<file path="src/rtl/i8mm_pkg.sv">
// Shared widths, field positions, codes and interface structs of the int8 tile multiplier.
package i8mm_pkg;

	localparam int WIDX_W     = 10;
	localparam int DATA_W     = 32;
	localparam int TILE_W     = 4;
	localparam int DIM_W      = 7;
	localparam int SUM_W      = 32;
	localparam int POS_W      = 6;
	localparam int KIND_W     = 2;
	// widest store address over the MAX_DIM range (256*256/4 words)
	localparam int ADDR_W_MAX = 14;

	localparam int APB_ADDR_W = 4;
	localparam int APB_DATA_W = 32;

	localparam int IN_WIDX_LSB = 0;
	localparam int IN_DATA_LSB = IN_WIDX_LSB + WIDX_W;
	localparam int IN_TROW_LSB = IN_DATA_LSB + DATA_W;
	localparam int IN_TCOL_LSB = IN_TROW_LSB + TILE_W;
	localparam int IN_TDATA_W  = 56;

	localparam int OUT_SUM_LSB = 0;
	localparam int OUT_ROW_LSB = OUT_SUM_LSB + SUM_W;
	localparam int OUT_COL_LSB = OUT_ROW_LSB + POS_W;
	localparam int OUT_TDATA_W = 48;

	localparam logic [KIND_W-1:0] KIND_WR_A = 2'd0;
	localparam logic [KIND_W-1:0] KIND_WR_B = 2'd1;
	localparam logic [KIND_W-1:0] KIND_TILE = 2'd2;

	typedef logic [ADDR_W_MAX-1:0] addr_t;

	typedef struct packed {
		logic [DIM_W-1:0] rows_a;
		logic [DIM_W-1:0] inner_len;
		logic [DIM_W-1:0] cols_b;
	} dims_t;

	typedef struct packed {
		logic             wr_a;
		logic             wr_b;
		logic             rd_en;
		logic             rd_last;
		addr_t            a_addr;
		addr_t            b_addr;
		logic             acc_clr;
		logic             mac_en;
		logic [1:0]       mac_row;
		logic             emit_en;
		logic             emit_last;
		logic [POS_W-1:0] emit_row;
		logic [POS_W-1:0] emit_col;
	} dp_cmd_t;

	typedef struct packed {
		logic out_free;
	} dp_stat_t;

endpackage

</file>
<file path="src/rtl/i8mm_cfg.sv">
// APB register file holding the three matrix dimension registers.
module i8mm_cfg (
	input  logic                             clk,
	input  logic                             arst_n,
	input  logic                             psel,
	input  logic                             penable,
	input  logic                             pwrite,
	input  logic [i8mm_pkg::APB_ADDR_W-1:0] paddr,
	input  logic [i8mm_pkg::APB_DATA_W-1:0] pwdata,
	output logic [i8mm_pkg::APB_DATA_W-1:0] prdata,
	output logic                             pready,
	output i8mm_pkg::dims_t                  dims
);
	import i8mm_pkg::*;

	localparam logic [1:0] REG_ROWS_A    = 2'd0;
	localparam logic [1:0] REG_INNER_LEN = 2'd1;
	localparam logic [1:0] REG_COLS_B    = 2'd2;
	localparam logic [DIM_W-1:0] DIM_RESET = 7'd64;

	logic [DIM_W-1:0] rows_a_q;
	logic [DIM_W-1:0] inner_len_q;
	logic [DIM_W-1:0] cols_b_q;
	logic             wr_en;
	logic [1:0]       reg_idx;

	assign pready  = 1'b1;
	assign wr_en   = psel && penable && pwrite && pready;
	assign reg_idx = paddr[3:2];

	always_ff @(posedge clk or negedge arst_n) begin
		if (!arst_n) begin
			rows_a_q    <= DIM_RESET;
			inner_len_q <= DIM_RESET;
			cols_b_q    <= DIM_RESET;
		end else if (wr_en) begin
			unique case (reg_idx)
				REG_ROWS_A:    rows_a_q    <= pwdata[DIM_W-1:0];
				REG_INNER_LEN: inner_len_q <= pwdata[DIM_W-1:0];
				REG_COLS_B:    cols_b_q    <= pwdata[DIM_W-1:0];
				default: ;
			endcase
		end
	end

	always_comb begin
		unique case (reg_idx)
			REG_ROWS_A:    prdata = {{(APB_DATA_W-DIM_W){1'b0}}, rows_a_q};
			REG_INNER_LEN: prdata = {{(APB_DATA_W-DIM_W){1'b0}}, inner_len_q};
			REG_COLS_B:    prdata = {{(APB_DATA_W-DIM_W){1'b0}}, cols_b_q};
			default:       prdata = '0;
		endcase
	end

	assign dims.rows_a    = rows_a_q;
	assign dims.inner_len = inner_len_q;
	assign dims.cols_b    = cols_b_q;

endmodule

</file>
<file path="config.mk">
export PLATFORM = sky130hd
export DESIGN_NAME = i8mm_cfg
export DESIGN_NICKNAME = d
export VERILOG_FILES = /design/src/rtl/i8mm_pkg.sv /design/src/rtl/i8mm_cfg.sv
export SDC_FILE = /design/constraint.sdc
export NUM_CORES = 1
export LEC_CHECK = 0
export ABC_CLOCK_PERIOD_IN_PS = 1600
export BUFFER_PORTS_ARGS = -buffer_cell sky130_fd_sc_hd__buf_2
export CAP_MARGIN = 20
export CORE_ASPECT_RATIO = 0.75
export CORE_MARGIN = 10
export CORE_UTILIZATION = 42
export CTS_CLUSTER_DIAMETER = 30
export DETAILED_ROUTE_END_ITERATION = 6
export PLACE_DENSITY = 0.9
export RECOVER_POWER = 50
export SETUP_SLACK_MARGIN = 0.02
export SLEW_MARGIN = 20
export SYNTH_ARGS = -nofsm -noshare
export SYNTH_HDL_FRONTEND = slang
export SYNTH_SLANG_ARGS = --single-unit
export TNS_END_PERCENT = 30
</file>
<file path="constraint.sdc">
create_clock -name clk -period 1.6 [get_ports clk]
set_input_delay 0.24 -clock clk [delete_from_list [all_inputs] [get_ports clk]]
set_output_delay 0.24 -clock clk [all_outputs]
set_load 0.05 [all_outputs]
</file>
Yosys cells after proc, flatten, opt, wreduce, memory -nomap -nowiden
Index checks and enable logic that the tools add are counted.
W data, S select, Z words.
Storage, ports and cells
  bits in registers: 21
  bits of input ports: 41
  output and inout bits: 54
Operators by class
  muxes and demuxes: 1
  eq/ne operators: 2
  reductions and logical operators: 6
Operators by type and width (count)
  $pmux W7 S3: 1
  $reduce_and A2 Y1: 3
  $eq A2 B1 Y1 const B: 1
  $eq A2 B2 Y1 const B: 1
  $logic_and A1 B1 Y1: 2
  $logic_not A2 Y1: 1

Longest topological paths before layout
  depth in word-level cells: 3
  gate-level depth with buffers: 4

Least setup slack after synthesis
Ideal clock, no wire load.
  kind: register -> output
  from: register inner_len_q[6]
  to: output port prdata[6] (netlist name)
  path slack: -531 ps
  data required time: 1360 ps
  arrival: 1891 ps
  stages on the path, launching flop included: 3
  cells stage by stage: dfstp_2 -> mux2i_1 -> o21ai_0
Between the ends
  longest elaborated chain between the ends: 1
Ends and longest elaborated chain
  start, declared: line i8mm_cfg.sv:22  | logic [DIM_W-1:0] inner_len_q;
  start signal, assigned: line i8mm_cfg.sv:39  | REG_INNER_LEN: inner_len_q <= pwdata[DIM_W-1:0];
  $pmux W7 S3: line i8mm_cfg.sv:47  | unique case (reg_idx)
  end, declared: line i8mm_cfg.sv:10  | output logic [i8mm_pkg::APB_DATA_W-1:0] prdata,
No other way between the ends.

Worst setup path after layout
Same ends and word-level chain as after synthesis.

==> flow_summary.json <==
{
  "start_util_pct": 44.9,
  "r2r_cells": 1,
  "synthCells": 99,
  "insertion_delay_ps": 260,
  "p_switching_mw": 1.14,
  "instances_no_fill": 185,
  "ys_warn_count": 0,
  "cts.sinks": 21,
  "area_growth_syn_to_layout_pct": 17.8,
  "first_iter_violations": 22,
  "path_class": "register to primary output",
  "antenna_cells": 0,
  "final_cell_mix": "buf_2 (38), conb_1 (26), dfrtp_1 (18), mux2_2 (14), clkbuf_1 (8)",
  "cp-endpoint": "prdata[6]",
  "cts_tree": "done",
  "antenna_found_initial": 0,
  "path_clk_slew_ps": 70,
  "start_kind": "register",
  "num_vias": 834,
  "critPathSlowestCell": "dfstp_2",
  "cts_max_level": 1,
  "rsz0062_at_grt": "false",
  "placementRows": 16,
  "utilization_pct": 52.8,
  "synth_area_per_cell_sq_um": 12.2,
  "p_per_area_nw_per_um2": 1590,
  "arrival_ps": 1270,
  "end_kind": "primary output",
  "fp.dieW_um": 81.8,
  "ys_seq_area_share_pct": 44.0,
  "crit_chain": "mux2i_1 > o21ai_2 > buf_2",
  "numCtsBuffers": 3,
  "wire_per_inst_um": 16.0,
  "worstMarginPinSlew_ps": 597,
  "routed_via_density": 4.51,
  "max-slew-margin-rel_pct": 60.4,
  "maxCapViolCount": 0,
  "grt_pass1_vias": 909,
  "clockRootBuffer": "clkbuf_8",
  "dpl.cell_count": 180,
  "drtAntennaViolNets": 0,
  "clockBufferDepth": 2,
  "min_period_over_period_pct": 94.2,
  "p_int_mw": 1.12,
  "path_max_fanout": 3,
  "critPathLaunch": "inner_len_q[6]",
  "dpl.hpwl_um": 2440,
  "seqPwrFrac_pct": 33.7,
  "firstDrtPassIters": 4,
  "worstReg2RegEnd": "cols_b_q[2]",
  "final_common_cell": "buf_2",
  "outcome": "finished, final reports clean",
  "ios": 95,
  "finalMaxSlewViolations": 0,
  "grt_pass1_wl_um": 4420,
  "core_sq_um": 2680,
  "regToRegStartpoint": "cols_b_q[2]",
  "rrSetupSlack_ps": 820,
  "min_path_type": "input port to register",
  "synth_area_sq_um": 1200,
  "crit_required_ps": 1360,
  "die_area_sq_um": 5430,
  "fin_skew_ps": 0,
  "die_h_um": 66.4,
  "drc": 0,
  "setup_viol": 0,
  "layout-drive-gt1-share_pct": 49.0,
  "leakagePower_nw": 0.751,
  "fin_crit_ps": 1510,
  "fmax_mhz": 663,
  "power.share.clock_pct": 15.4,
  "sw_frac_of_total_pct": 50.4,
  "report.power.total_mw": 2.26,
  "synth.distinct_cells": 15,
  "layout.nets": 191,
  "routabilityCongestion": 0.722,
  "ys_ff_latch": 21,
  "routed_wl_um": 2960,
  "grt_usage_pct": 10.5,
  "grt-ovfl-total": 0,
  "io_buffers": 41,
  "max_stage_delay_ps": 550,
  "peakVddDrop_mv": 0.765,
  "nFillCells": 264,
  "comb_power_share_pct": 51.0,
  "grt_max_degree": 22,
  "hold_viol": 0,
  "fin_setup_tns_ps": 0,
  "holdWs_ps": 233
}
==> cells in the mapped netlist <==
cell | number | area (sq um)
or3b_1 | 1 | 8.76
buf_4 | 27 | 203
nand2_1 | 7 | 26.3
dfstp_2 | 3 | 78.8
conb_1 | 2 | 7.51
buf_6 | 2 | 22.5
o21ai_0 | 7 | 35.0
nor3_2 | 1 | 10.0
nor2b_1 | 1 | 6.26
nand3_2 | 1 | 10.0
mux2i_1 | 7 | 70.1
mux2_4 | 7 | 105
dfrtp_1 | 18 | 450
mux2_2 | 14 | 158
nor3b_2 | 1 | 12.5
==> layout make-up <==
class / instances / area [sq um] / area share, %
well taps: 36 / 45.0 / 3.18
flip-flops and latches: 21 / 529 / 37.3
multi-input cells: 73 / 537 / 37.9
clock buffers: 4 / 45.0 / 3.18
repair buffers: 51 / 262 / 18.4
==> routing by layer <==
metal  GRT usage, %  share of wire [%]  vias to the layer above
met2           17.9                 45                       49
met5              0                  0                        -
met1           10.4                 35                      401
met4           2.54               0.40                        0
met3           6.93                 19                        2
li1               -                  -                      382
==> critical path: cells and delay by family (launching register included) <==
kind                   cells  cell delay (ps)
flip-flops                 1              550
buffers and inverters      1              270
AO/OA/AOI/OAI              1              110
multiplexers               1               80
==> power groups by stage <==
stage / sequential [mW] / combinational [mW] / clock (mW)
final: 0.760 / 1.15 / 0.347
after global routing: 0.782 / 1.20 / 0.381
after detailed placement: 0.770 / 1.17 / 0
after global placement: 0.757 / 1.15 / 0
after CTS: 0.762 / 1.17 / 0.360
after floorplan: 1.20 / 0.519 / 0
==> flip-flops by register name, indices dropped and copies added (netlist names) <==
name,cells
cols_b_q,7
inner_len_q,7
rows_a_q,7
==> worst min path at each step <==
stage,start,depth (start not counted),endpoint,slack (ps)
global route,pwdata[6],2,inner_len_q[6],230
finish,pwdata[6],2,inner_len_q[6],230
floorplan,arst_n,0,cols_b_q[0],-60
global placement,arst_n,1,cols_b_q[3],200
CTS,pwdata[5],2,inner_len_q[5],230
detailed placement,arst_n,1,inner_len_q[4],220
==> stage by stage <==
stage | cell area, sq um | setup WS (ps)
after global placement | 1390 | 44.9
after detailed placement | 1390 | 15.9
after floorplan | 1300 | -132
after CTS | 1450 | 86.5
final | 1420 | 92.5
after global routing | 1420 | 36.1
==> timing repair <==
item | in CTS | in global routing
hold endpoints to repair | 18 | 0
gates resized for setup | 0 | 0
setup buffers | 0 | 0
hold buffers | 1 | 0
setup endpoints to repair | 0 | 0
==> cell families after synthesis <==
family | count (synthesis) | synth area share (%)
buffers and inverters | 29 | 18.7
other | 2 | 0.624
flip-flops | 21 | 44.0
AND/OR/NAND/NOR | 12 | 6.13
multiplexers | 28 | 27.7
AO/OA/AOI/OAI | 7 | 2.91
Power figures use the tool's default switching activity.
