--- config.mk ---
export PLATFORM = sky130hd
export DESIGN_NAME = i8mm_ctrl
export DESIGN_NICKNAME = d
export VERILOG_FILES = /design/src/rtl/i8mm_pkg.sv /design/src/rtl/i8mm_ctrl.sv
export SDC_FILE = /design/constraint.sdc
export NUM_CORES = 1
export LEC_CHECK = 0
export BUFFER_PORTS_ARGS = -buffer_cell sky130_fd_sc_hd__buf_2
export CAP_MARGIN = 20
export CORE_MARGIN = 2
export CORE_UTILIZATION = 55
export DETAILED_ROUTE_END_ITERATION = 8
export GPL_ROUTABILITY_DRIVEN = 1
export PLACE_DENSITY = 0.81
export SYNTH_ARGS = -nofsm -noshare
export SYNTH_HDL_FRONTEND = slang
export SYNTH_SLANG_ARGS = --single-unit
export TNS_END_PERCENT = 10
--- constraint.sdc ---
create_clock -name clk -period 3.2 [get_ports clk]
set_input_delay 0.16 -clock clk [delete_from_list [all_inputs] [get_ports clk]]
set_output_delay 0.16 -clock clk [all_outputs]
set_load 0.005 [all_outputs]
--- src/rtl/i8mm_pkg.sv ---
// Shared widths, field positions, codes and interface structs of the int8 tile multiplier.
package i8mm_pkg;

	localparam int WIDX_W     = 10;
	localparam int DATA_W     = 32;
	localparam int TILE_W     = 4;
	localparam int DIM_W      = 7;
	localparam int SUM_W      = 32;
	localparam int POS_W      = 6;
	localparam int KIND_W     = 2;
	// widest store address over the MAX_DIM range (256*256/4 words)
	localparam int ADDR_W_MAX = 14;

	localparam int APB_ADDR_W = 4;
	localparam int APB_DATA_W = 32;

	localparam int IN_WIDX_LSB = 0;
	localparam int IN_DATA_LSB = IN_WIDX_LSB + WIDX_W;
	localparam int IN_TROW_LSB = IN_DATA_LSB + DATA_W;
	localparam int IN_TCOL_LSB = IN_TROW_LSB + TILE_W;
	localparam int IN_TDATA_W  = 56;

	localparam int OUT_SUM_LSB = 0;
	localparam int OUT_ROW_LSB = OUT_SUM_LSB + SUM_W;
	localparam int OUT_COL_LSB = OUT_ROW_LSB + POS_W;
	localparam int OUT_TDATA_W = 48;

	localparam logic [KIND_W-1:0] KIND_WR_A = 2'd0;
	localparam logic [KIND_W-1:0] KIND_WR_B = 2'd1;
	localparam logic [KIND_W-1:0] KIND_TILE = 2'd2;

	typedef logic [ADDR_W_MAX-1:0] addr_t;

	typedef struct packed {
		logic [DIM_W-1:0] rows_a;
		logic [DIM_W-1:0] inner_len;
		logic [DIM_W-1:0] cols_b;
	} dims_t;

	typedef struct packed {
		logic             wr_a;
		logic             wr_b;
		logic             rd_en;
		logic             rd_last;
		addr_t            a_addr;
		addr_t            b_addr;
		logic             acc_clr;
		logic             mac_en;
		logic [1:0]       mac_row;
		logic             emit_en;
		logic             emit_last;
		logic [POS_W-1:0] emit_row;
		logic [POS_W-1:0] emit_col;
	} dp_cmd_t;

	typedef struct packed {
		logic out_free;
	} dp_stat_t;

endpackage

--- src/rtl/i8mm_ctrl.sv ---
// Controller: input decode, store address sequencing, MAC and emit scheduling.
module i8mm_ctrl #(
	parameter int MAX_DIM = 64
) (
	input  logic                         clk,
	input  logic                         arst_n,
	input  logic                         s_tvalid,
	output logic                         s_tready,
	input  logic [i8mm_pkg::KIND_W-1:0] kind,
	input  logic [i8mm_pkg::WIDX_W-1:0] word_index,
	input  logic [i8mm_pkg::TILE_W-1:0] tile_row,
	input  logic [i8mm_pkg::TILE_W-1:0] tile_col,
	input  i8mm_pkg::dims_t              dims,
	output i8mm_pkg::dp_cmd_t            cmd,
	input  i8mm_pkg::dp_stat_t           stat
);
	import i8mm_pkg::*;

	localparam int STORE_DEPTH = MAX_DIM * MAX_DIM / 4;
	localparam logic [2:0] DRAIN_MACS = 3'd4;
	localparam logic [2:0] DRAIN_LAST = 3'd5;
	localparam logic [3:0] EMIT_LAST  = 4'd15;

	typedef enum logic [3:0] {
		ST_IDLE  = 4'b0001,
		ST_READ  = 4'b0010,
		ST_DRAIN = 4'b0100,
		ST_EMIT  = 4'b1000
	} state_t;

	function automatic logic [DIM_W-1:0] eff_dim(input logic [DIM_W-1:0] v,
			input int unsigned max_dim);
		logic [DIM_W-1:0] d;
		d = {v[DIM_W-1:2], 2'b00};
		if (d < 7'd4) d = 7'd4;
		if (32'(d) > max_dim) d = max_dim[DIM_W-1:0];
		return d;
	endfunction

	state_t           st_q;
	logic [4:0]       kb_q;
	logic [1:0]       j_q;
	logic [2:0]       dcnt_q;
	logic [3:0]       e_q;
	addr_t            a_base_q;
	addr_t            b_addr_q;
	logic [TILE_W-1:0] tr_q;
	logic [TILE_W-1:0] tc_q;

	logic [DIM_W-1:0] nr, nk, nc;
	logic [4:0]       k4, c4;
	logic             accept, widx_ok, tile_ok, start;

	assign nr = eff_dim(dims.rows_a, MAX_DIM);
	assign nk = eff_dim(dims.inner_len, MAX_DIM);
	assign nc = eff_dim(dims.cols_b, MAX_DIM);
	assign k4 = nk[DIM_W-1:2];
	assign c4 = nc[DIM_W-1:2];

	assign s_tready = (st_q == ST_IDLE);
	assign accept   = s_tvalid && s_tready;
	assign widx_ok  = 32'(word_index) < 32'(STORE_DEPTH);
	assign tile_ok  = (7'({tile_row, 2'b00}) < nr) && (7'({tile_col, 2'b00}) < nc);
	assign start    = accept && (kind == KIND_TILE) && tile_ok;

	always_comb begin
		cmd           = '0;
		cmd.a_addr    = a_base_q + addr_t'(7'(j_q) * 7'(k4));
		cmd.b_addr    = b_addr_q;
		cmd.emit_row  = {tr_q, e_q[3:2]};
		cmd.emit_col  = {tc_q, e_q[1:0]};
		cmd.emit_last = (e_q == EMIT_LAST);
		unique case (st_q)
			ST_IDLE: begin
				cmd.wr_a    = accept && (kind == KIND_WR_A) && widx_ok;
				cmd.wr_b    = accept && (kind == KIND_WR_B) && widx_ok;
				cmd.acc_clr = start;
			end
			ST_READ: begin
				cmd.rd_en   = 1'b1;
				cmd.rd_last = (j_q == 2'd3);
				// rows of the previous word block run while this one is fetched
				cmd.mac_en  = (kb_q != 5'd0);
				cmd.mac_row = j_q;
			end
			ST_DRAIN: begin
				cmd.mac_en  = (dcnt_q < DRAIN_MACS);
				cmd.mac_row = dcnt_q[1:0];
			end
			ST_EMIT: begin
				cmd.emit_en = 1'b1;
			end
			default: ;
		endcase
	end

	always_ff @(posedge clk or negedge arst_n) begin
		if (!arst_n) begin
			st_q   <= ST_IDLE;
			kb_q   <= '0;
			j_q    <= '0;
			dcnt_q <= '0;
			e_q    <= '0;
		end else begin
			unique case (st_q)
				ST_IDLE: begin
					if (start) begin
						st_q <= ST_READ;
						kb_q <= '0;
						j_q  <= '0;
					end
				end
				ST_READ: begin
					j_q <= j_q + 2'd1;
					if (j_q == 2'd3) begin
						kb_q <= kb_q + 5'd1;
						if (kb_q == 5'(k4 - 5'd1)) begin
							st_q   <= ST_DRAIN;
							dcnt_q <= '0;
						end
					end
				end
				ST_DRAIN: begin
					dcnt_q <= dcnt_q + 3'd1;
					if (dcnt_q == DRAIN_LAST) begin
						st_q <= ST_EMIT;
						e_q  <= '0;
					end
				end
				ST_EMIT: begin
					if (stat.out_free) begin
						e_q <= e_q + 4'd1;
						if (e_q == EMIT_LAST) st_q <= ST_IDLE;
					end
				end
				default: st_q <= ST_IDLE;
			endcase
		end
	end

	// address bases and tile origin
	always_ff @(posedge clk) begin
		if (start) begin
			a_base_q <= addr_t'(11'(tile_row) * 11'(nk));
			b_addr_q <= addr_t'(tile_col);
			tr_q     <= tile_row;
			tc_q     <= tile_col;
		end else if (st_q == ST_READ) begin
			b_addr_q <= b_addr_q + addr_t'(c4);
			// next word block of the same four A rows
			if (j_q == 2'd3) a_base_q <= a_base_q + addr_t'(1'b1);
		end
	end

endmodule

Yosys cells after proc, flatten, opt, wreduce, memory -nomap -nowiden

Index checks and enable logic that the tools add are counted.

Bits in registers: 54
Input port bits: 45
Output and inout port bits: 51
Word-level logic and storage cells: 100

Add/subtract/negate cells: 8
Multiply operators: 2
Order comparisons: 9
Eq/ne operators: 16
Muxes and demuxes: 34
Reduce and logical (&&, ||, !) cells: 20

Operators with widths:

| operator              | number |
|---|---|
| $mux 7                | 6 |
| $mux 4                | 10 |
| $mux 11               | 3 |
| $gt 7x7->1 const B    | 3 |
| $lt 7x3->1 const B    | 3 |
| $pmux 4 s4            | 1 |
| $add 14x1->14 const B | 1 |
| $add 14x5->14         | 1 |
| $add 14x7->14         | 1 |
| $lt 6x7->1            | 2 |
| $pmux 3 s2            | 2 |
| $mul 4x7->11          | 1 |
| $mux 5                | 2 |
| $ne 2x2->1 const B    | 5 |
| $pmux 5 s2            | 1 |
| $reduce_bool 2->1     | 5 |
| $reduce_and 3->1      | 3 |
| $eq 4x4->1 const B    | 2 |
| $pmux 4 s2            | 1 |
| $mul 2x5->7           | 1 |
| $logic_and 1x1->1     | 6 |
| $mux 2                | 3 |
| $mux 3                | 2 |
| $reduce_and 2->1      | 3 |
| 19 further kinds      | 21 |

Longest topological paths before layout

Gate-level depths: netlist of run 1.

Depth after elaboration: 9
Gate-level depth with buffers: 13
Mapped depth without buffers: 13

Least setup slack after synthesis of run 1

Ideal clock, no wire load.

Path kind: input -> register
Start point: in dims[12] (netlist name)
End point: reg a_base_q[10] (data pin)
Library setup time: 0.129 ns
Arrival time: 3.421 ns
Required time: 3.071 ns
Path slack: -0.350 ns
Cell stages on the path: 12
Path buffers: 0
Path through: or3_1 > a21oi_2 > nand2_1 > fa_1 > fa_1 > inv_1 > ha_1 > nor2b_1 > o31a_1 > or4b_2 > nand3_1 > mux2_2

Word-level cells in the longest chain between the ends: 6

Ends and longest elaborated chain:

| what                   | RTL line         | text |
|---|---|---|
| start: declaration     | i8mm_ctrl.sv:13  | `input i8mm_pkg::dims_t dims,` |
| $lt 7x3->1             | i8mm_ctrl.sv:35  | `if (d < 7'd4) d = 7'd4;` |
| $mux 7 *               | i8mm_ctrl.sv:35  |  |
| $gt 7x7->1             | i8mm_ctrl.sv:36  | `if (32'(d) > max_dim) d = max_dim[DIM_W-1:0];` |
| $mux 7 *               | i8mm_ctrl.sv:36  |  |
| $mul 4x7->11 *         | i8mm_ctrl.sv:144 | `a_base_q <= addr_t'(11'(tile_row) * 11'(nk));` |
| $mux 11 *              | i8mm_ctrl.sv:143 | `if (start) begin` |
| end signal: assignment | i8mm_ctrl.sv:144 |  |
| end signal: assignment | i8mm_ctrl.sv:151 | `if (j_q == 2'd3) a_base_q <= a_base_q + addr_t'(1'b1);` |
| end: declaration       | i8mm_ctrl.sv:45  | `addr_t a_base_q;` |

Every way passes the cells marked *; elsewhere a longest branch is shown, timed or not.
A chain may end at the register's enable or synchronous reset.

Worst setup path in the final report of run 1

Ends and elaborated chain as after synthesis.

==> results of run 1 <==
## logic make-up after synthesis
kind of cell,Yosys count
AO/OA/AOI/OAI,83
XOR/XNOR,44
adder cells (fa/ha/maj),53
buffers and inverters,51
flip-flops,54
multiplexers,17
AND/OR/NAND/NOR,165
## worst reg2reg max path, stage by stage, from the launching register on
cell and delay [ns]:
dfstp_2 0.59, or4b_4 0.50, clkinv_2 0.09, nand2_2 0.10, nor3_2 0.22, o311a_2 0.41, buf_12 0.21, mux2_4 0.31
## timing repair
action	CTS	global route
setup buffers	1	0
gates resized for setup	1	9
pin swaps	2	4
endpoints found under the setup margin	4	7
hold endpoints to repair	17	0
hold buffers	1	0
## stage by stage
step,hold slack [ns],setup WS (ns),utilization (%),instances
floorplan,-0.136,0.0970,-,467
finish,0.0587,0.0509,67.6,666
global route,0.0461,-0.0321,67.6,666
CTS,0.0534,0.0307,67.3,666
global placement,0.107,-0.0947,65.5,656
detailed placement,0.121,-0.180,65.5,656
## synth_stat cells, types with 7 or more instances
cell type / count
nand4_1: 9
nor2b_1: 11
nor3_1: 10
fa_1: 12
inv_1: 36
dfrtp_1: 17
nand2b_1: 8
nand2_1: 36
xor2_1: 18
edfxtp_1: 23
clkbuf_1: 9
nor2_1: 31
mux2_4: 7
xnor2_1: 26
and2_1: 23
dfxtp_1: 13
nand3_1: 8
o21ai_0: 19
a21oi_1: 18
ha_1: 41
## worst paths after layout
check	start	end	depth (start not counted)
worst max-delay path	dims[12]	a_base_q[10]$_DFFE_PP_	13
worst min-delay path	tile_col[3]	tc_q[3]$_DFFE_PP_	1
worst max register to register	st_q[0]$_DFFE_PN1P_	a_base_q[3]$_DFFE_PP_	7
worst min register to register	b_addr_q[5]$_SDFFE_PP0P_	b_addr_q[5]$_SDFFE_PP0P_	2
max in group asynchronous	arst_n	st_q[0]$_DFFE_PN1P_	2
min in group asynchronous	arst_n	j_q[0]$_DFFE_PN0P_	2
## state kept, by name (all words and copies together) (netlist names), 3 cells and up
signal / count
a_base_q: 14
b_addr_q: 14
kb_q: 5
e_q: 4
st_q: 4
tc_q: 4
tr_q: 4
dcnt_q: 3
## power breakdown
part           total [mW]  internal, mW  leakage [nW]  switching, mW
registers           0.904         0.804         0.542          0.101
clock network       0.471         0.239        0.0591          0.232
logic               0.759         0.368          1.80          0.391
## metal layers
metal	part of all wire (%)	track usage, %	vias up
li1	-	-	1831
met1	45	31.8	1830
met2	48	40.8	118
met3	4.8	2.89	16
met4	1.6	5.68	0
met5	0	0	-
## area by class of cell
cell class              count  area [um^2]  share of cell area [%]
well taps                 102          128                    2.43
flip-flops and latches     54         1400                    26.7
clock buffers               5         68.8                    1.31
multi-input cells         362         2870                    54.7
repair buffers            103          591                    11.3
clock inverters             3         47.5                   0.906
inverters                  37          140                    2.67
==> impl_metrics.csv, run 1 <==
group,metric,value,unit
sta,worstMarginPinSlew,0.757,ns
clocking,cts.path.max_buffers,2,
grt,grt_max_degree,20,
clocking,cts_tree,"done",
routing,drt-initial-drc-count,185,
pwr,irDropWorstVdd,0.277,mV
worst_hold_path,min_path_type,"in -> reg",
sta,tns,0,ns
clocking,cts_root_buffer,"clkbuf_8",
clocking,numClockSinks,54,
floorplan,rows,32,
routing,vias,3795,
placement,dp_hpwl,8.02,mm
sta,rsz0062_at_grt,"yes",
critical_path,rrSetupSlack,0.51,ns
critical_path,cp.arrival,3.21,ns
finish,nets,661,
critical_path,slowest_stage,"fa_2",
status,status,"finished, final reports clean",
critical_path,slowest_delay,0.52,ns
pwr,power,2.13,mW
routing,dr.pass1.iters,4,
critical_path,worstPathCellList,"buf_2, or3_4, a21oi_4, buf_4, nand2_2, fa_2, fa_1, fa_2, nor2b_4, o31a_1, or4b_4, nand3_1, mux2_2",
sta,fin_skew,0.00989,ns
sta,hold_violations,0,
finish,drive_above_1_share,26.6,%
routing,post_drt_wl_per_cell,15.2,um
clocking,insertion_delay,0.31,ns
logic_synthesis,synth-adder-area-share,17.0,%
logic_synthesis,synth_edf_count,23,
logic_synthesis,synthArstFlopShare,33.3,%
critical_path,cp-end-kind,"flop",
logic_synthesis,synth-simple-area-share,20.3,%
pwr,p_per_area,407,nW/um^2
floorplan,coreArea,7770,um^2
placement,gp_congestion,0.840,
logic_synthesis,yosysSeqAreaShare,31.7,%
placement,numPortBuffers,79,
clocking,cts.clk_slew.worst_paths,0.11,ns
grt,grt_usage,23.7,%
finish,layout_commonest_cell,"buf_2",
routing,post_drt_via_cell_ratio,5.70,
logic_synthesis,synth_top_family_by_area,"simple AND/OR/NAND/NOR gates",
sta,finalSetupViolCount,0,
floorplan,io_pins,96,
logic_synthesis,synth-xor-area-share,8.70,%
grt,first_global_vias,3703,
pwr,p_leak,2.40,nW
critical_path,worstPathMaxFanout,5,
floorplan,initial_core_util,57.0,%
logic_synthesis,synthMuxAreaShare,4.75,%
sta,slew_violations,0,
logic_synthesis,post-synth-top-area-cell,"edfxtp_1",
sta,finalCritPeriodShare,98.4,%
sta,maxSlewHeadroom,48.8,%
placement,placed_cell_area,5090,um^2
clocking,h-tree-depth,2,
routing,drc_errors,0,
clocking,numCtsBuffers,5,
floorplan,die-height,93.7,um
logic_synthesis,netlist_instances,467,
floorplan,die-area,8780,um^2
routing,ant_nets,0,
critical_path,cp_top_family,"adder cells",
grt,grt_pass1_wl,16.8,mm
sta,fmax,318,MHz
critical_path,startpoint_type,"primary input",
routing,routed_wirelength,10.1,mm
logic_synthesis,synth.net_count,565,
finish,fin_area,5250,um^2
critical_path,critPathMostFrequentCell,"fa_2",
logic_synthesis,syn_area_per_cell,9.48,um^2
critical_path,crit_buf_inv,2,
logic_synthesis,yosysTopAreaCellShare,15.6,%
logic_synthesis,synth-warning-count,0,
finish,final_cell_mix,"buf_2, ha_1, inv_1",
job,drv_cap,0,
finish,antenna_cells,0,
finish,syn_to_final_growth,18.5,%
grt,antenna_found_initial,0,
logic_synthesis,ys_types,60,
logic_synthesis,synth-compound-area-share,12.5,%
logic_synthesis,ys_ff_latch,54,
critical_path,crit_required,3.27,ns
critical_path,path_class,"in -> reg",
floorplan,dieWidth,93.7,um
sta,fin_crit,3.15,ns
logic_synthesis,netlist_area,4430,um^2
logic_synthesis,synth_area_leaders,"edfxtp_1, ha_1, dfrtp_1",
logic_synthesis,synth_flop_cell,"edfxtp_1",
finish,fillers,619,
grt,grt_overflow_total,0,
(Power assumes the default switching activity.)
==> run 2: changes to the inputs <==
- CORE_UTILIZATION: 55 -> 35
- PLACE_DENSITY: 0.81 -> unset
==> impl_metrics.csv, run 2 (same netlist as run 1, synthesis figures left out) <==
group,metric,value,unit
critical_path,slowest_delay,0.55,ns
critical_path,crit_required,3.38,ns
finish,syn_to_final_growth,22.3,%
sta,fmax,321,MHz
routing,ant_nets,0,
placement,numPortBuffers,79,
sta,hold_violations,0,
finish,final_util,43.4,%
routing,vias,3599,
grt,first_global_vias,3489,
sta,slew_violations,0,
job,drv_cap,0,
placement,dp_hpwl,8.14,mm
critical_path,path_class,"in -> reg",
floorplan,io_pins,96,
critical_path,startpoint_type,"primary input",
placement,dp_slack,-0.152,ns
sta,fin_crit,3.12,ns
routing,drt-initial-drc-count,133,
floorplan,die-height,116,um
routing,post_drt_wl_per_cell,13.7,um
grt,antenna_found_initial,1,
grt,grt_pass1_wl,16.7,mm
sta,finalSetupViolCount,0,
routing,routed_wirelength,10.1,mm
finish,largestRegisters,"a_base_q (14), b_addr_q (14), kb_q (5)",
floorplan,coreArea,12500,um^2
sta,finalCritPeriodShare,97.4,%
floorplan,die-area,13600,um^2
status,status,"finished, final reports clean",
critical_path,worstPathCellList,"buf_6, or3_4, a21oi_4, buf_4, nand2_2, fa_2, fa_1, fa_2, nor2b_4, o31a_1, or4b_4, nand3_1, mux2_2",
worst_hold_path,min_path_type,"in -> reg",
grt,grt_usage,15.5,%
grt,grt_overflow_total,0,
critical_path,critPathMostFrequentCell,"fa_2",
sta,maxSlewHeadroom,57.0,%
sta,setup_slack,0.0839,ns
critical_path,cp.arrival,3.29,ns
floorplan,dieWidth,116,um
finish,nets,664,
clocking,h-tree-depth,2,
sta,worstMarginPinSlew,0.636,ns
sta,whs,0.0684,ns
clocking,cts.clk_slew.worst_paths,0.07,ns
critical_path,worstPathMaxFanout,4,
clocking,cts_tree,"done",
clocking,numCtsBuffers,5,
clocking,cts_root_buffer,"clkbuf_16",
floorplan,initial_core_util,35.5,%
finish,layout_commonest_cell,"buf_2",
grt,grt_max_degree,20,
pwr,irDropWorstVdd,0.213,mV
finish,antenna_cells,0,
clocking,insertion_delay,0.31,ns
routing,drc_errors,0,
critical_path,cp-end-kind,"flop",
finish,drive_above_1_share,27.7,%
floorplan,rows,41,
clocking,cts.path.max_buffers,2,
placement,gp_congestion,0.793,
sta,fin_skew,0.0132,ns
finish,final_cell_mix,"buf_2, ha_1, inv_1, nand2_1, nor2_1",
clocking,numClockSinks,54,
routing,dr.pass1.iters,4,
routing,post_drt_via_cell_ratio,4.87,
critical_path,slowest_stage,"fa_1",
pwr,p_per_area,416,nW/um^2
pwr,p_leak,2.44,nW
sta,rsz0062_at_grt,"yes",
## run 2: changes by cell type in the layout (fill, tap and decap cells not counted), sizes merged
cell and delta:
clkinv +1, buf +3, bufinv -1
## run 2: layout make-up
type,instances,area [um^2]
flip-flops and latches,54,1400
well taps,172,215
multi-input cells,362,2880
clock buffers,5,125
fillers,1205,7050
clock inverters,3,28.8
repair buffers,106,626
inverters,37,140
## run 2: stage by stage
| stage | instance area [um^2] | setup TNS [ns] | power (mW) | std cells |
|---|---|---|---|---|
| 2_1_floorplan | 4480 | 0 | 1.39 | 467 |
| 3_3_place_gp | 5190 | -0.315 | 1.65 | 728 |
| 3_5_place_dp | 5190 | -0.585 | 1.68 | 728 |
| 4_1_cts | 5370 | 0 | 2.27 | 738 |
| 5_1_grt | 5410 | -0.0615 | 2.41 | 739 |
| 6_report | 5410 | 0 | 2.25 | 739 |
## run 2: worst paths after layout
check | cells after the start | endpoint | slack, ns | start
worst max-delay path | 13 | a_base_q[10]$_DFFE_PP_ | 0.08 | dims[10]
max in group asynchronous | 2 | st_q[0]$_DFFE_PN1P_ | 2.56 | arst_n
worst min-delay path | 1 | tc_q[2]$_DFFE_PP_ | 0.07 | tile_col[2]
worst min register to register | 2 | b_addr_q[13]$_SDFFE_PP0P_ | 0.52 | b_addr_q[13]$_SDFFE_PP0P_
min in group asynchronous | 2 | dcnt_q[2]$_DFFE_PN0P_ | 0.31 | arst_n
worst max register to register | 7 | a_base_q[4]$_DFFE_PP_ | 0.46 | st_q[0]$_DFFE_PN1P_
## run 2: worst max-delay path: cells and delay by family
family	cells	cell delay (ns)
fa+ha+maj	3	1.22
simple gates	5	1.03
compound gates	2	0.48
buf+inv	2	0.25
mux	1	0.14
## run 2: power breakdown
part	internal [mW]	switching [mW]	total (mW)
registers	0.805	0.105	0.910
clock network	0.301	0.279	0.580
logic	0.372	0.390	0.762
## run 2: repair_timing
item | in CTS | in global routing
endpoints found under the setup margin | 4 | 6
hold endpoints to repair | 17 | 0
resized for setup | 1 | 13
hold buffers | 1 | 0
setup buffers | 1 | 1
pin swaps | 2 | 10
## run 2: metal layers
| metal | wire, um | global-route usage (%) | vias up |
|---|---|---|---|
| li1 | - | - | 1841 |
| met1 | 4660 | 19.9 | 1709 |
| met2 | 4990 | 27.0 | 43 |
| met3 | 357 | 2.96 | 6 |
| met4 | 103 | 3.73 | 0 |
| met5 | 0 | 0 | - |
==> run 3: changes to the inputs <==
- ABC_AREA: unset -> 1
- CAP_MARGIN: 20 -> unset
==> impl_metrics.csv, run 3 <==
group,metric,value,unit
clocking,numClockSinks,54,
floorplan,io_pins,96,
logic_synthesis,ys_types,43,
logic_synthesis,yosysSeqAreaShare,31.7,%
logic_synthesis,synth.net_count,677,
placement,dp_hpwl,8.32,mm
pwr,power.switching,896,uW
logic_synthesis,synth-warning-count,0,
logic_synthesis,post-synth-top-area-cell,"edfxtp_1",
logic_synthesis,synth_area_leaders,"edfxtp_1, nand2_1, ha_1",
grt,grt_overflow_total,0,
worst_hold_path,min_path_type,"in -> reg",
finish,antenna_cells,0,
sta,fin_skew,0.0105,ns
pwr,p_leak,2.70,nW
floorplan,coreArea,12500,um^2
status,status,"finished, final reports clean",
sta,finalCritPeriodShare,93.6,%
routing,post_drt_via_cell_ratio,4.61,
finish,nets,770,
logic_synthesis,synth_edf_count,23,
routing,post_drt_wl_per_cell,12.1,um
logic_synthesis,yosysTopAreaCellShare,15.6,%
routing,wl_met1,4.84,mm
routing,vias,3894,
critical_path,crit_required,3.04,ns
floorplan,initial_core_util,35.5,%
critical_path,cp.arrival,2.84,ns
critical_path,rrSetupSlack,1.03,ns
clocking,cts.path.max_buffers,2,
clocking,cts_root_buffer,"clkbuf_16",
pwr,switching_share,37.4,%
critical_path,startpoint_type,"flop",
finish,drive_above_1_share,18.9,%
logic_synthesis,syn_area_per_cell,7.64,um^2
floorplan,dieWidth,116,um
routing,drc_errors,0,
critical_path,rr_startpoint,"st_q[3]$_DFFE_PN0P_",
pwr,combPwrFrac,37.0,%
grt,grt_max_degree,23,
clocking,numCtsBuffers,5,
logic_synthesis,synth_commonest_cells,"nand2_1, inv_1, nor2_1",
sta,tns,0,ns
finish,layout_commonest_cell,"nand2_1",
pwr,seqPwrFrac,39.8,%
routing,wl_met3,402,um
critical_path,cp-end-kind,"primary output",
sta,hold_violations,0,
sta,maxSlewHeadroom,59.3,%
sta,finalSetupViolCount,0,
pwr,p_int,1.50,mW
grt,grt_pass1_wl,16.7,mm
finish,final_util,42.3,%
sta,setup_slack,0.204,ns
logic_synthesis,ys_ff_latch,54,
grt,first_global_vias,3720,
critical_path,worstPathMaxFanout,7,
placement,gp_congestion,0.861,
logic_synthesis,netlist_area,4420,um^2
grt,antenna_found_initial,0,
logic_synthesis,yosysMostFrequentCell,"nand2_1",
clocking,h-tree-depth,2,
clocking,cts_tree,"done",
floorplan,die-height,116,um
placement,dp_cells,834,
routing,drt-initial-drc-count,125,
sta,slew_violations,0,
finish,fin_cells,845,
routing,highest_layer,"met4",
clocking,insertion_delay,0.30,ns
routing,ant_nets,0,
pwr,p_clk_share,23.2,%
floorplan,rows,41,
worst_hold_path,hold_start,"tile_col[0]",
clocking,cts.clk_slew.worst_paths,0.08,ns
finish,syn_to_final_growth,19.2,%
placement,dp_slack,-0.0171,ns
floorplan,die-area,13600,um^2
routing,dr.pass1.iters,5,
logic_synthesis,synth_flop_cell,"edfxtp_1",
critical_path,startpoint,"j_q[1]$_DFFE_PN0P_",
critical_path,path_class,"reg -> out",
logic_synthesis,synthArstFlopShare,33.3,%
finish,largestRegisters,"a_base_q (14), b_addr_q (14), kb_q (5)",
job,drv_cap,0,
sta,worstMarginPinSlew,0.610,ns
pwr,irDropWorstVdd,0.199,mV
routing,wl_met2,4.87,mm
sta,whs,0.0485,ns
grt,grt_usage,15.5,%
logic_synthesis,netlist_instances,579,
placement,numPortBuffers,79,
finish,fillers,1292,
sta,fmax,334,MHz
sta,fin_crit,3.00,ns
routing,routed_wirelength,10.2,mm
pwr,p_per_area,455,nW/um^2
finish,final_cell_mix,"nand2_1, inv_1, buf_2",
run 3: changes by cell type after synthesis, sizes merged, moves of 12 or more:
cell	before	now
and2	23	0
inv	36	92
nand2	37	148
nand3	8	29
nor2	31	69
o21ai	19	31
xnor2	26	11
run 3: cells by family after synthesis:
| family | share of synthesized area [%] |
|---|---|
| adders and majority gates | 17.0 |
| xor gates and xnor gates | 7.52 |
| DFF | 31.7 |
| muxes | 0.226 |
| and+or+nand+nor | 26.5 |
| buffers and inverters | 9.08 |
| AOI/OAI and AO/OA | 7.95 |
run 3: worst paths after layout:
path | cells after the start | endpoint
worst max-delay path | 13 | cmd[41]
worst min-delay path | 1 | tc_q[0]$_DFFE_PP_
worst max register to register | 8 | kb_q[2]$_DFFE_PN0P_
worst min register to register | 2 | b_addr_q[10]$_SDFFE_PP0P_
max in group asynchronous | 2 | st_q[0]$_DFFE_PN1P_
min in group asynchronous | 2 | e_q[2]$_DFFE_PN0P_
run 3: power by group through the flow:
stage,Clock (mW),Sequential [mW],Combinational (mW)
detailed placement,0,0.966,0.874
CTS,0.577,0.954,0.881
floorplan,0,0.942,0.597
global placement,0,0.962,0.852
global route,0.595,0.970,1.02
finish,0.556,0.954,0.886
run 3: metal layers:
metal,GRT usage [%],vias to the layer above
met4,3.57,0
li1,-,2034
met2,27.4,70
met5,0,-
met3,2.85,10
met1,19.7,1780
run 3: worst max-delay path, stage by stage, from the launching register on:
cell and delay [ns]:
dfrtp_2 0.44, nand2_1 0.12, fa_1 0.52, inv_1 0.04, ha_1 0.35, a21oi_1 0.18
o21ai_2 0.08, nand2_1 0.07, nand2_1 0.06, a21oi_2 0.21, nor2_2 0.08, buf_4 0.13
xor2_1 0.13, buf_2 0.13
run 3: what timing repair did:
action                                 in CTS  in global routing
endpoints found under the hold margin      17                  0
hold buffers                                1                  0
gates resized for setup                     3                  8
pin swaps                                   0                  2
setup endpoints to repair                   4                  4
setup buffers                               0                  2
run 3: area by class of cell:
class                   instances  area, um^2  area share, %
clock buffers                   5         125           2.37
clock inverters                 3        21.3          0.403
inverters                      92         345           6.55
multi-input cells             424        2640           50.1
flip-flops and latches         54        1410           26.6
well taps                     172         215           4.08
repair buffers                 95         518           9.82
run 3: per-stage QoR:
stage,instance area (um^2),total power [mW]
floorplan,4420,1.54
global placement,5080,1.81
detailed placement,5080,1.84
CTS,5240,2.41
global route,5270,2.58
finish,5270,2.40
